File: config.mk
export PLATFORM = sky130hd
export DESIGN_NAME = jump_reset_moving_average_top
export DESIGN_NICKNAME = d
export VERILOG_FILES = /design/src/rtl/core/jrma_pkg.sv /design/src/rtl/core/jrma_queue.sv /design/src/rtl/core/jrma_front.sv /design/src/rtl/core/jrma_back.sv /design/src/rtl/core/jump_reset_moving_average_top.sv
export SDC_FILE = /design/constraint.sdc
export NUM_CORES = 1
export LEC_CHECK = 0
export BUFFER_PORTS_ARGS = -buffer_cell sky130_fd_sc_hd__clkbuf_2
export CORE_MARGIN = 4
export CORE_UTILIZATION = 45
export CTS_CLUSTER_SIZE = 25
export DETAILED_ROUTE_END_ITERATION = 16
export PLACE_DENSITY_LB_ADDON = 0.12
export SLEW_MARGIN = 20
export SYNTH_ARGS = -nofsm -noshare
export SYNTH_HDL_FRONTEND = slang
export SYNTH_SLANG_ARGS = --single-unit
File: constraint.sdc
create_clock -name clk_i -period 9.6 [get_ports clk_i]
set_input_delay 0.48 -clock clk_i [delete_from_list [all_inputs] [get_ports clk_i]]
set_output_delay 0.48 -clock clk_i [all_outputs]
set_load 0.05 [all_outputs]
File: src/rtl/core/jrma_pkg.sv
// ----------------------------------------------------------------------------
// jrma_pkg: shared constants of the jump-reset moving average
// Threshold register format and the depth of the queue between front and back.
// ----------------------------------------------------------------------------
package jrma_pkg;

  localparam int unsigned THRESH_W = 16;
  localparam logic [THRESH_W-1:0] THRESH_RESET = 16'd150;

  // Words that may sit between the front and the back.
  localparam int unsigned QUEUE_DEPTH = 2;

endpackage

File: src/rtl/core/jrma_queue.sv
// ----------------------------------------------------------------------------
// jrma_queue: short first-in first-out queue
// Decouples the classifying front from the averaging back.
// ----------------------------------------------------------------------------
module jrma_queue #(
  parameter int unsigned WIDTH = 17,
  parameter int unsigned DEPTH = 2
) (
  input  logic             clk_i,
  input  logic             rst_ni,
  input  logic             push_i,
  input  logic [WIDTH-1:0] push_data_i,
  output logic             full_o,
  input  logic             pop_i,
  output logic [WIDTH-1:0] pop_data_o,
  output logic             empty_o
);
  localparam int unsigned PtrW = (DEPTH > 1) ? $clog2(DEPTH) : 1;
  localparam int unsigned CntW = $clog2(DEPTH + 1);

  logic [WIDTH-1:0] mem_q [DEPTH];
  logic [PtrW-1:0]  wr_ptr_q, wr_ptr_d;
  logic [PtrW-1:0]  rd_ptr_q, rd_ptr_d;
  logic [CntW-1:0]  fill_q, fill_d;
  logic             do_push, do_pop;

  assign full_o     = (fill_q == CntW'(DEPTH));
  assign empty_o    = (fill_q == '0);
  assign do_push    = push_i && !full_o;
  assign do_pop     = pop_i && !empty_o;
  assign pop_data_o = mem_q[rd_ptr_q];

  always_comb begin
    wr_ptr_d = wr_ptr_q;
    rd_ptr_d = rd_ptr_q;
    fill_d   = fill_q;
    if (do_push) begin
      wr_ptr_d = (wr_ptr_q == PtrW'(DEPTH - 1)) ? '0 : wr_ptr_q + 1'b1;
    end
    if (do_pop) begin
      rd_ptr_d = (rd_ptr_q == PtrW'(DEPTH - 1)) ? '0 : rd_ptr_q + 1'b1;
    end
    if (do_push && !do_pop) begin
      fill_d = fill_q + 1'b1;
    end else if (do_pop && !do_push) begin
      fill_d = fill_q - 1'b1;
    end
  end

  always_ff @(posedge clk_i or negedge rst_ni) begin
    if (!rst_ni) begin
      wr_ptr_q <= '0;
      rd_ptr_q <= '0;
      fill_q   <= '0;
    end else begin
      wr_ptr_q <= wr_ptr_d;
      rd_ptr_q <= rd_ptr_d;
      fill_q   <= fill_d;
    end
  end

  always_ff @(posedge clk_i) begin
    if (do_push) begin
      mem_q[wr_ptr_q] <= push_data_i;
    end
  end

endmodule

File: src/rtl/core/jrma_front.sv
// ----------------------------------------------------------------------------
// jrma_front: input side of the moving average
// Holds the jump threshold and the previous sample and flags each new word
// whose step from the previous one exceeds the threshold.
// ----------------------------------------------------------------------------
module jrma_front #(
  parameter int unsigned SAMPLE_BITS = 16
) (
  input  logic                        clk_i,
  input  logic                        rst_ni,
  input  logic                        in_valid_i,
  input  logic [SAMPLE_BITS-1:0]      in_sample_i,
  output logic                        in_ready_o,
  input  logic                        cfg_we_i,
  input  logic [jrma_pkg::THRESH_W-1:0] cfg_wdata_i,
  output logic                        push_o,
  output logic [SAMPLE_BITS-1:0]      push_sample_o,
  output logic                        push_jump_o,
  input  logic                        queue_full_i
);
  import jrma_pkg::*;

  localparam int unsigned CmpW = (SAMPLE_BITS > THRESH_W) ? SAMPLE_BITS : THRESH_W;

  logic [THRESH_W-1:0]    thresh_q;
  logic [SAMPLE_BITS-1:0] last_q;
  logic [SAMPLE_BITS-1:0] diff;

  assign in_ready_o    = !queue_full_i;
  assign push_o        = in_valid_i && in_ready_o;
  assign push_sample_o = in_sample_i;

  // The step is taken from the previous accepted sample, jump or not.
  assign diff        = (in_sample_i > last_q) ? (in_sample_i - last_q) : (last_q - in_sample_i);
  assign push_jump_o = (CmpW'(diff) > CmpW'(thresh_q));

  always_ff @(posedge clk_i or negedge rst_ni) begin
    if (!rst_ni) begin
      thresh_q <= THRESH_RESET;
      last_q   <= '0;
    end else begin
      if (cfg_we_i) begin
        thresh_q <= cfg_wdata_i;
      end
      if (push_o) begin
        last_q <= in_sample_i;
      end
    end
  end

endmodule

File: src/rtl/core/jrma_back.sv
// ----------------------------------------------------------------------------
// jrma_back: window update and averaging
// Shifts each word into the window, keeps a running sum and the valid count,
// and divides the sum by the count with a reciprocal multiply.
// ----------------------------------------------------------------------------
module jrma_back #(
  parameter int unsigned WINDOW_LEN  = 5,
  parameter int unsigned SAMPLE_BITS = 16
) (
  input  logic                   clk_i,
  input  logic                   rst_ni,
  input  logic                   queue_empty_i,
  input  logic [SAMPLE_BITS-1:0] pop_sample_i,
  input  logic                   pop_jump_i,
  output logic                   pop_o,
  output logic                   out_valid_o,
  output logic [SAMPLE_BITS-1:0] out_average_o,
  input  logic                   out_ready_i
);
  localparam int unsigned LogW  = $clog2(WINDOW_LEN);
  localparam int unsigned SumW  = SAMPLE_BITS + LogW;
  localparam int unsigned CntW  = $clog2(WINDOW_LEN + 1);
  localparam int unsigned RecW  = SumW + 1;
  localparam int unsigned ProdW = SumW + RecW;
  localparam int unsigned ShW   = $clog2(LogW + 1);

  typedef enum logic [2:0] {
    ST_IDLE = 3'b001,
    ST_MUL  = 3'b010,
    ST_OUT  = 3'b100
  } state_e;

  state_e                 state_q, state_d;
  logic [SAMPLE_BITS-1:0] win_q [WINDOW_LEN];
  logic [SumW-1:0]        sum_q, sum_d;
  logic [CntW-1:0]        cnt_q, cnt_d;
  logic [RecW-1:0]        recip_tab [WINDOW_LEN+1];
  logic [ShW-1:0]         shift_tab [WINDOW_LEN+1];
  logic [ProdW-1:0]       prod_q;
  logic [ProdW-1:0]       quo;
  logic                   out_valid_q;
  logic [SAMPLE_BITS-1:0] out_q;
  logic                   out_free;

  // Rounded-up reciprocal of a count, scaled so that the product with any
  // window sum truncates to the exact quotient.
  function automatic longint unsigned recip_of(int unsigned c);
    longint unsigned scale;
    if (c == 0) begin
      return 0;
    end
    scale = 64'(1) << (SumW + $clog2(c));
    return (scale + 64'(c) - 64'(1)) / 64'(c);
  endfunction

  for (genvar c = 0; c <= WINDOW_LEN; c++) begin : g_tab
    assign recip_tab[c] = RecW'(recip_of(c));
    assign shift_tab[c] = ShW'($clog2(c));
  end

  assign out_free      = !out_valid_q || out_ready_i;
  assign pop_o         = (state_q == ST_IDLE) && !queue_empty_i;
  assign out_valid_o   = out_valid_q;
  assign out_average_o = out_q;

  // A jump empties the window, so the new word stands alone.
  always_comb begin
    if (pop_jump_i) begin
      sum_d = SumW'(pop_sample_i);
      cnt_d = CntW'(1);
    end else begin
      sum_d = sum_q - SumW'(win_q[0]) + SumW'(pop_sample_i);
      cnt_d = (cnt_q < CntW'(WINDOW_LEN)) ? cnt_q + 1'b1 : cnt_q;
    end
  end

  assign quo = (prod_q >> SumW) >> shift_tab[cnt_q];

  always_comb begin
    state_d = state_q;
    unique case (state_q)
      ST_IDLE: if (!queue_empty_i) state_d = ST_MUL;
      ST_MUL:  state_d = ST_OUT;
      ST_OUT:  if (out_free) state_d = ST_IDLE;
      default: state_d = ST_IDLE;
    endcase
  end

  always_ff @(posedge clk_i or negedge rst_ni) begin
    if (!rst_ni) begin
      state_q     <= ST_IDLE;
      sum_q       <= '0;
      cnt_q       <= '0;
      out_valid_q <= 1'b0;
      for (int i = 0; i < WINDOW_LEN; i++) begin
        win_q[i] <= '0;
      end
    end else begin
      state_q <= state_d;
      if (pop_o) begin
        for (int i = 0; i < WINDOW_LEN - 1; i++) begin
          win_q[i] <= pop_jump_i ? '0 : win_q[i+1];
        end
        win_q[WINDOW_LEN-1] <= pop_sample_i;
        sum_q <= sum_d;
        cnt_q <= cnt_d;
      end
      if (state_q == ST_OUT && out_free) begin
        out_valid_q <= 1'b1;
      end else if (out_ready_i) begin
        out_valid_q <= 1'b0;
      end
    end
  end

  always_ff @(posedge clk_i) begin
    if (state_q == ST_MUL) begin
      prod_q <= ProdW'(sum_q) * ProdW'(recip_tab[cnt_q]);
    end
    if (state_q == ST_OUT && out_free) begin
      out_q <= quo[SAMPLE_BITS-1:0];
    end
  end

endmodule

File: src/rtl/core/jump_reset_moving_average_top.sv
// ----------------------------------------------------------------------------
// jump_reset_moving_average_top: moving average with restart on a step
// An accepted sample passes the queue, the window update, the reciprocal
// multiply and the output register, one sample at a time; a two-word queue
// takes inputs while the output is stalled.
// Reset clears window, count, queue and output; threshold returns to 150.
// ----------------------------------------------------------------------------
module jump_reset_moving_average_top #(
  parameter int unsigned WINDOW_LEN  = 5,
  parameter int unsigned SAMPLE_BITS = 16,
  localparam int unsigned DataW      = ((SAMPLE_BITS + 7) / 8) * 8
) (
  input  logic                          clk_i,
  input  logic                          rst_ni,
  input  logic                          s_axis_tvalid,
  output logic                          s_axis_tready,
  input  logic [DataW-1:0]              s_axis_tdata,  // sample_mm
  output logic                          m_axis_tvalid,
  input  logic                          m_axis_tready,
  output logic [DataW-1:0]              m_axis_tdata,  // average_mm
  input  logic                          cfg_we_i,
  input  logic [jrma_pkg::THRESH_W-1:0] cfg_wdata_i    // jump_threshold
);
  import jrma_pkg::*;

  logic                   push, push_jump, queue_full;
  logic [SAMPLE_BITS-1:0] push_sample;
  logic                   pop, queue_empty;
  logic [SAMPLE_BITS:0]   pop_word;
  logic [SAMPLE_BITS-1:0] average;

  jrma_front #(
    .SAMPLE_BITS(SAMPLE_BITS)
  ) u_front (
    .clk_i,
    .rst_ni,
    .in_valid_i   (s_axis_tvalid),
    .in_sample_i  (s_axis_tdata[SAMPLE_BITS-1:0]),
    .in_ready_o   (s_axis_tready),
    .cfg_we_i,
    .cfg_wdata_i,
    .push_o       (push),
    .push_sample_o(push_sample),
    .push_jump_o  (push_jump),
    .queue_full_i (queue_full)
  );

  jrma_queue #(
    .WIDTH(SAMPLE_BITS + 1),
    .DEPTH(QUEUE_DEPTH)
  ) u_queue (
    .clk_i,
    .rst_ni,
    .push_i     (push),
    .push_data_i({push_jump, push_sample}),
    .full_o     (queue_full),
    .pop_i      (pop),
    .pop_data_o (pop_word),
    .empty_o    (queue_empty)
  );

  jrma_back #(
    .WINDOW_LEN (WINDOW_LEN),
    .SAMPLE_BITS(SAMPLE_BITS)
  ) u_back (
    .clk_i,
    .rst_ni,
    .queue_empty_i(queue_empty),
    .pop_sample_i (pop_word[SAMPLE_BITS-1:0]),
    .pop_jump_i   (pop_word[SAMPLE_BITS]),
    .pop_o        (pop),
    .out_valid_o  (m_axis_tvalid),
    .out_average_o(average),
    .out_ready_i  (m_axis_tready)
  );

  assign m_axis_tdata = DataW'(average);

endmodule

==> results.json, run 1 <==
{
  "core_um2": 40800,
  "io_buffers": 54,
  "drive_gt1_share_pct": 7.39,
  "reg2reg_depth": 24,
  "grt_pass1_vias": 13342,
  "yosysWarnings": 0,
  "ctsResizeCount": 0,
  "drt-total-wl_um": 40100,
  "cpMaxStageDelayCell": "nor2_1",
  "path_class": "reg2reg",
  "clockRootBuffer": "clkbuf_16",
  "cts_inserted_buffers": 26,
  "post-route-period-util_pct": 80.7,
  "rsz0062_at_grt": "false",
  "holdCritPathClass": "in2reg",
  "avgRoutedWirePerCell_um": 16.1,
  "holdPathStages": 3,
  "syn-cell-area_um2": 18600,
  "tns_ps": 0,
  "crit_path_cell_trace": "clkinv_1, nor2_1, a21o_1, nand2_1, fa_1, fa_1, fa_1, inv_1, fa_1, fa_1, inv_1, fa_1, inv_1, ha_1, a21o_1, a21o_1, a21oi_1, o21ai_0, o21a_1, nor2_1, o211ai_1, a31o_2, a21oi_1, xnor2_1",
  "end_kind": "flop",
  "grt_start_max_net_pins": 92,
  "area_growth_syn_to_layout_pct": 9.16,
  "drc": 0,
  "cp_max_fo": 20,
  "setup_viol_count_final": 0,
  "synth.most_common_cell": "inv_1",
  "vias": 12421,
  "synthesis.nets": 2334,
  "synth_top_area_share_pct": 20.0,
  "dieArea_um2": 44500,
  "fin_util_pct": 49.6,
  "drv_cap": 0,
  "num_antenna_cells": 0,
  "hold_viol": 0,
  "synth_enable_flop_cells": 69,
  "rows": 74,
  "vias_per_cell": 4.98,
  "synth.avg_cell_area_um2": 9.75,
  "synth-seq-cells": 211,
  "cts-htree-levels": 1,
  "synth_ff_type": "dfrtp_1",
  "drtIter0Drc": 682,
  "synth_common_cells": "inv_1, nand2_1, ha_1",
  "clock-skew-final_ps": 19.8,
  "slew_headroom_pct": 33.3,
  "routabilityCongestion": 0.860,
  "cts_setup_buffers": 0,
  "max_freq_ghz": 0.129,
  "cp-start-kind": "flop",
  "synth_top_cells_by_area": "fa_1, dfrtp_1, ha_1",
  "hpwl_um": 32100,
  "cp_slowest_stage_delay_ps": 690,
  "grt_pass1_wl_um": 69200,
  "postRouteAntennaNets": 0,
  "period_needed_ps": 7750,
  "synthArstFlopShare_pct": 67.3,
  "grt_overflow": 0,
  "postSynthCellCount": 1902,
  "clock_latency_ps": 560,
  "track_usage_pct": 19.0,
  "boundaryPins": 55,
  "cp.arrival_ps": 8050,
  "status": "finished, final reports clean",
  "fp.dieH_um": 211,
  "antenna_found_initial": 0,
  "clockBufferDepth": 3,
  "fin_nets": 2376,
  "slew_violations": 0,
  "worst_pin_slew_ps": 1000,
  "start_util_pct": 45.4,
  "cpMostUsedCell": "fa_1",
  "synth_top_area_cell": "fa_1",
  "drtPass1Iterations": 5,
  "cts_tree": "yes",
  "yosysSeqAreaShare_pct": 30.4,
  "clock_sinks": 211,
  "die_w_um": 211,
  "num-fill-cells": 3796,
  "clkTransAtPathRegs_ps": 60,
  "synthDistinctLibCells": 71,
  "cp_data_required_time_ps": 9900
}
## layer usage
metal	part of all wire (%)	vias up	GRT usage [%]
li1	-	6193	-
met1	49	6044	27.7
met2	45	145	30.3
met3	3.8	39	2.96
met4	1.7	0	3.78
met5	0	-	0
## worst paths after layout
kind | end | start | slack, ps
max in group asynchronous | u_back.cnt_q[2] | rst_ni | 7700
worst min register to register | u_back.win_q[59] | u_back.win_q[59] | 460
worst max register to register | u_back.prod_q[31] | u_back.cnt_q[2] | 1850
worst min-delay path | u_front.thresh_q[1] | cfg_wdata_i[1] | 120
worst max-delay path | u_back.prod_q[31] | u_back.cnt_q[2] | 1850
min in group asynchronous | u_front.thresh_q[13] | rst_ni | 530
## sequential cells by signal (all words and copies together), names as in the netlist
register and flops:
u_front.last_q 16, u_back.cnt_q 3, u_back.prod_q 19, u_queue.wr_ptr_q 1
u_queue.mem_q 34, u_back.out_valid_o 1, u_back.state_q 3, u_back.win_q 80
u_queue.fill_q 2, u_back.sum_q 19, u_queue.rd_ptr_q 1, u_front.thresh_q 16
u_back.out_average_o 16
## cell families after synthesis
logic type      after synthesis  share of synthesized area (%)
buf+inv                     467                           9.58
simple gates                439                           10.4
fa+ha+maj                   395                           34.1
compound gates              267                           9.09
flops                       211                           30.4
mux                          68                           3.81
xor+xnor                     55                           2.60
## cell type report
cell class                      instances  area, um2  share of cell area [%]
Clock buffer                           27        654                    3.23
Clock inverter                         20        199                   0.982
Inverter                              413       1550                    7.66
Multi-Input combinational cell       1224      11200                    55.1
Sequential cell                       211       5630                    27.8
Tap cell                              532        666                    3.29
Timing Repair Buffer                   68        384                    1.90
## cells in the final DEF (no fill, tap or decap), drive strengths merged, types with 3 or more instances in the layout
| cell | count |
|---|---|
| xnor2 | 38 |
| clkinv | 14 |
| o21ai | 91 |
| buf | 14 |
| o21bai | 7 |
| nand4 | 10 |
| edfxtp | 69 |
| clkinvlp | 3 |
| nor3 | 6 |
| a21oi | 67 |
| mux2i | 59 |
| and2 | 15 |
| a221oi | 4 |
| xor2 | 17 |
| dfstp | 5 |
| or2 | 3 |
| nand2 | 236 |
| nor4 | 3 |
| o21a | 4 |
| nand2b | 8 |
| nand3 | 79 |
| nor2 | 58 |
| fa | 185 |
| a31oi | 6 |
| inv | 414 |
| a211oi | 11 |
| dfrtp | 137 |
| clkbuf | 80 |
| nor2b | 8 |
| mux2 | 8 |
| a21o | 37 |
| ha | 210 |
| o211ai | 15 |
## per-stage QoR
step | hold WS (ps) | worst slack [ps] | area, um2 | instances
after floorplan | 184 | 2930 | 18600 | 1902
after global placement | 448 | 2210 | 19400 | 2447
after detailed placement | 455 | 1940 | 19400 | 2447
after CTS | 83.3 | 1950 | 20300 | 2495
after global routing | 113 | 1390 | 20300 | 2495
final | 116 | 1850 | 20300 | 2495
## critical path: cells and delay by family, from the launching register on
| kind | cells | cell delay, ps |
|---|---|---|
| simple gates | 3 | 1090 |
| flops | 1 | 430 |
| compound gates | 9 | 1830 |
| buf+inv | 4 | 680 |
| xor+xnor | 1 | 80 |
| fa+ha+maj | 7 | 3390 |
## timing repair
action                                 in CTS  in global routing
setup endpoints to repair                   0                  0
hold buffers                                1                  0
endpoints found under the hold margin      71                  0
Power of run 1 is left out: the tool's default activity adds up to more than one toggle a clock period on the data nets, which glitch-free logic cannot reach.
==> inputs of run 2 (changes only) <==
==> constraint.sdc (replaced) <==
create_clock -name clk_i -period 6.7 [get_ports clk_i]
set_input_delay 0.335 -clock clk_i [delete_from_list [all_inputs] [get_ports clk_i]]
set_output_delay 0.335 -clock clk_i [all_outputs]
set_load 0.05 [all_outputs]
==> results.json, run 2 (synthesis gave the netlist of run 1 again) <==
{
  "cpMaxStageDelayCell": "fa_2",
  "cp_data_required_time_ps": 7000,
  "regMostFlops": "u_back.win_q",
  "routabilityCongestion": 0.876,
  "post-route-period-util_pct": 96.7,
  "clkTransAtPathRegs_ps": 60,
  "vias_per_cell": 4.96,
  "dieArea_um2": 44500,
  "drt-total-wl_um": 40300,
  "cpMostUsedCell": "fa_1",
  "max_freq_ghz": 0.154,
  "worst_pin_slew_ps": 880,
  "drc": 0,
  "die_w_um": 211,
  "core_um2": 40800,
  "fp.dieH_um": 211,
  "drive_gt1_share_pct": 9.69,
  "mostFrequentLayoutCells": "inv_1, nand2_1, ha_1",
  "vias": 12630,
  "clock_sinks": 211,
  "fin_util_pct": 50.8,
  "cts_inserted_buffers": 25,
  "rsz0062_at_grt": "true",
  "grt_pass1_wl_um": 69000,
  "slew_headroom_pct": 41.3,
  "largest_reg_flops": 80,
  "cp.arrival_ps": 6780,
  "grt_overflow": 0,
  "cp_max_fo": 19,
  "final_common_cell": "inv_1",
  "end_kind": "flop",
  "drtPass1Iterations": 5,
  "tns_ps": 0,
  "antenna_found_initial": 0,
  "hold_viol": 0,
  "track_usage_pct": 18.8,
  "avgRoutedWirePerCell_um": 15.9,
  "num_antenna_cells": 0,
  "fin_nets": 2426,
  "postRouteAntennaNets": 0,
  "cp_slowest_stage_delay_ps": 590,
  "clockRootBuffer": "clkbuf_16",
  "setup_viol_count_final": 0,
  "area_growth_syn_to_layout_pct": 11.8,
  "rows": 74,
  "wl_met1_um": 20200,
  "wl_met3_um": 1270,
  "hpwl_um": 32800,
  "cp-start-kind": "flop",
  "holdCritPathClass": "in2reg",
  "clockBufferDepth": 3,
  "clock_latency_ps": 550,
  "route.top_layer_used": "met4",
  "drtIter0Drc": 606,
  "stdcell_count": 2545,
  "grt_pass1_vias": 13500,
  "start_util_pct": 45.4,
  "wl_met2_um": 18200,
  "cts_tree": "yes",
  "boundaryPins": 55,
  "cts-htree-levels": 1,
  "clock-skew-final_ps": 15.3,
  "drv_cap": 0,
  "slew_violations": 0,
  "status": "finished, final reports clean",
  "reg_top3": "u_back.win_q x80, u_queue.mem_q x34",
  "io_buffers": 54,
  "period_needed_ps": 6480,
  "place_inst": 2470,
  "grt_start_max_net_pins": 82,
  "path_class": "reg2reg"
}
[run 2: what timing repair did]
action / in CTS / in global routing
hold endpoints to repair: 99 / 0
resized for setup: 6 / 27
setup endpoints to repair: 7 / 16
hold buffers: 21 / 0
pin swaps: 0 / 12
buffers inserted: 0 / 7
[run 2: path summary, 6_finish.rpt]
kind	slack [ps]	from	cells past startpoint	to
setup / recovery	220	u_back.cnt_q[1]	25	u_back.prod_q[31]
max in group asynchronous	4990	rst_ni	3	u_back.out_valid_o
setup reg to reg	220	u_back.cnt_q[1]	25	u_back.prod_q[31]
hold / removal	30	cfg_wdata_i[5]	3	u_front.thresh_q[5]
hold reg to reg	460	u_back.win_q[58]	2	u_back.win_q[58]
min in group asynchronous	410	rst_ni	2	u_front.last_q[12]
[run 2: critical path, delay by kind of cell (launching register included)]
family | cells | cell delay, ps
buffers and inverters | 5 | 440
AOI/OAI and AO/OA | 8 | 1410
adders and majority gates | 9 | 3560
DFF | 1 | 410
xor gates and xnor gates | 1 | 80
and+or+nand+nor | 2 | 320
[run 2: cell type report]
class	count	area, um2
clock buffer	41	726
clock inverter	5	71.3
fill	3889	20100
inverter	413	1550
multi-input combinational	1224	11300
sequential	211	5630
tap	532	666
timing repair buffer	119	838
[run 2: layer usage]
layer  up-vias  track usage [%]
met2       165             30.3
met1      6125             27.8
met5         -                0
li1       6297                -
met4         0             4.02
met3        43             2.15
[run 2: stage by stage]
| step | setup WS [ps] | cell area (um2) | hold WS (ps) |
|---|---|---|---|
| 2_1_floorplan | 33.8 | 18600 | 39.4 |
| 3_3_place_gp | 69.0 | 19600 | 433 |
| 3_5_place_dp | -118 | 19600 | 446 |
| 4_1_cts | 3.58 | 20600 | 1.20 |
| 5_1_grt | -17.4 | 20700 | 19.1 |
| 6_report | 219 | 20700 | 26.5 |
Power of run 2 is left out for the same reason.
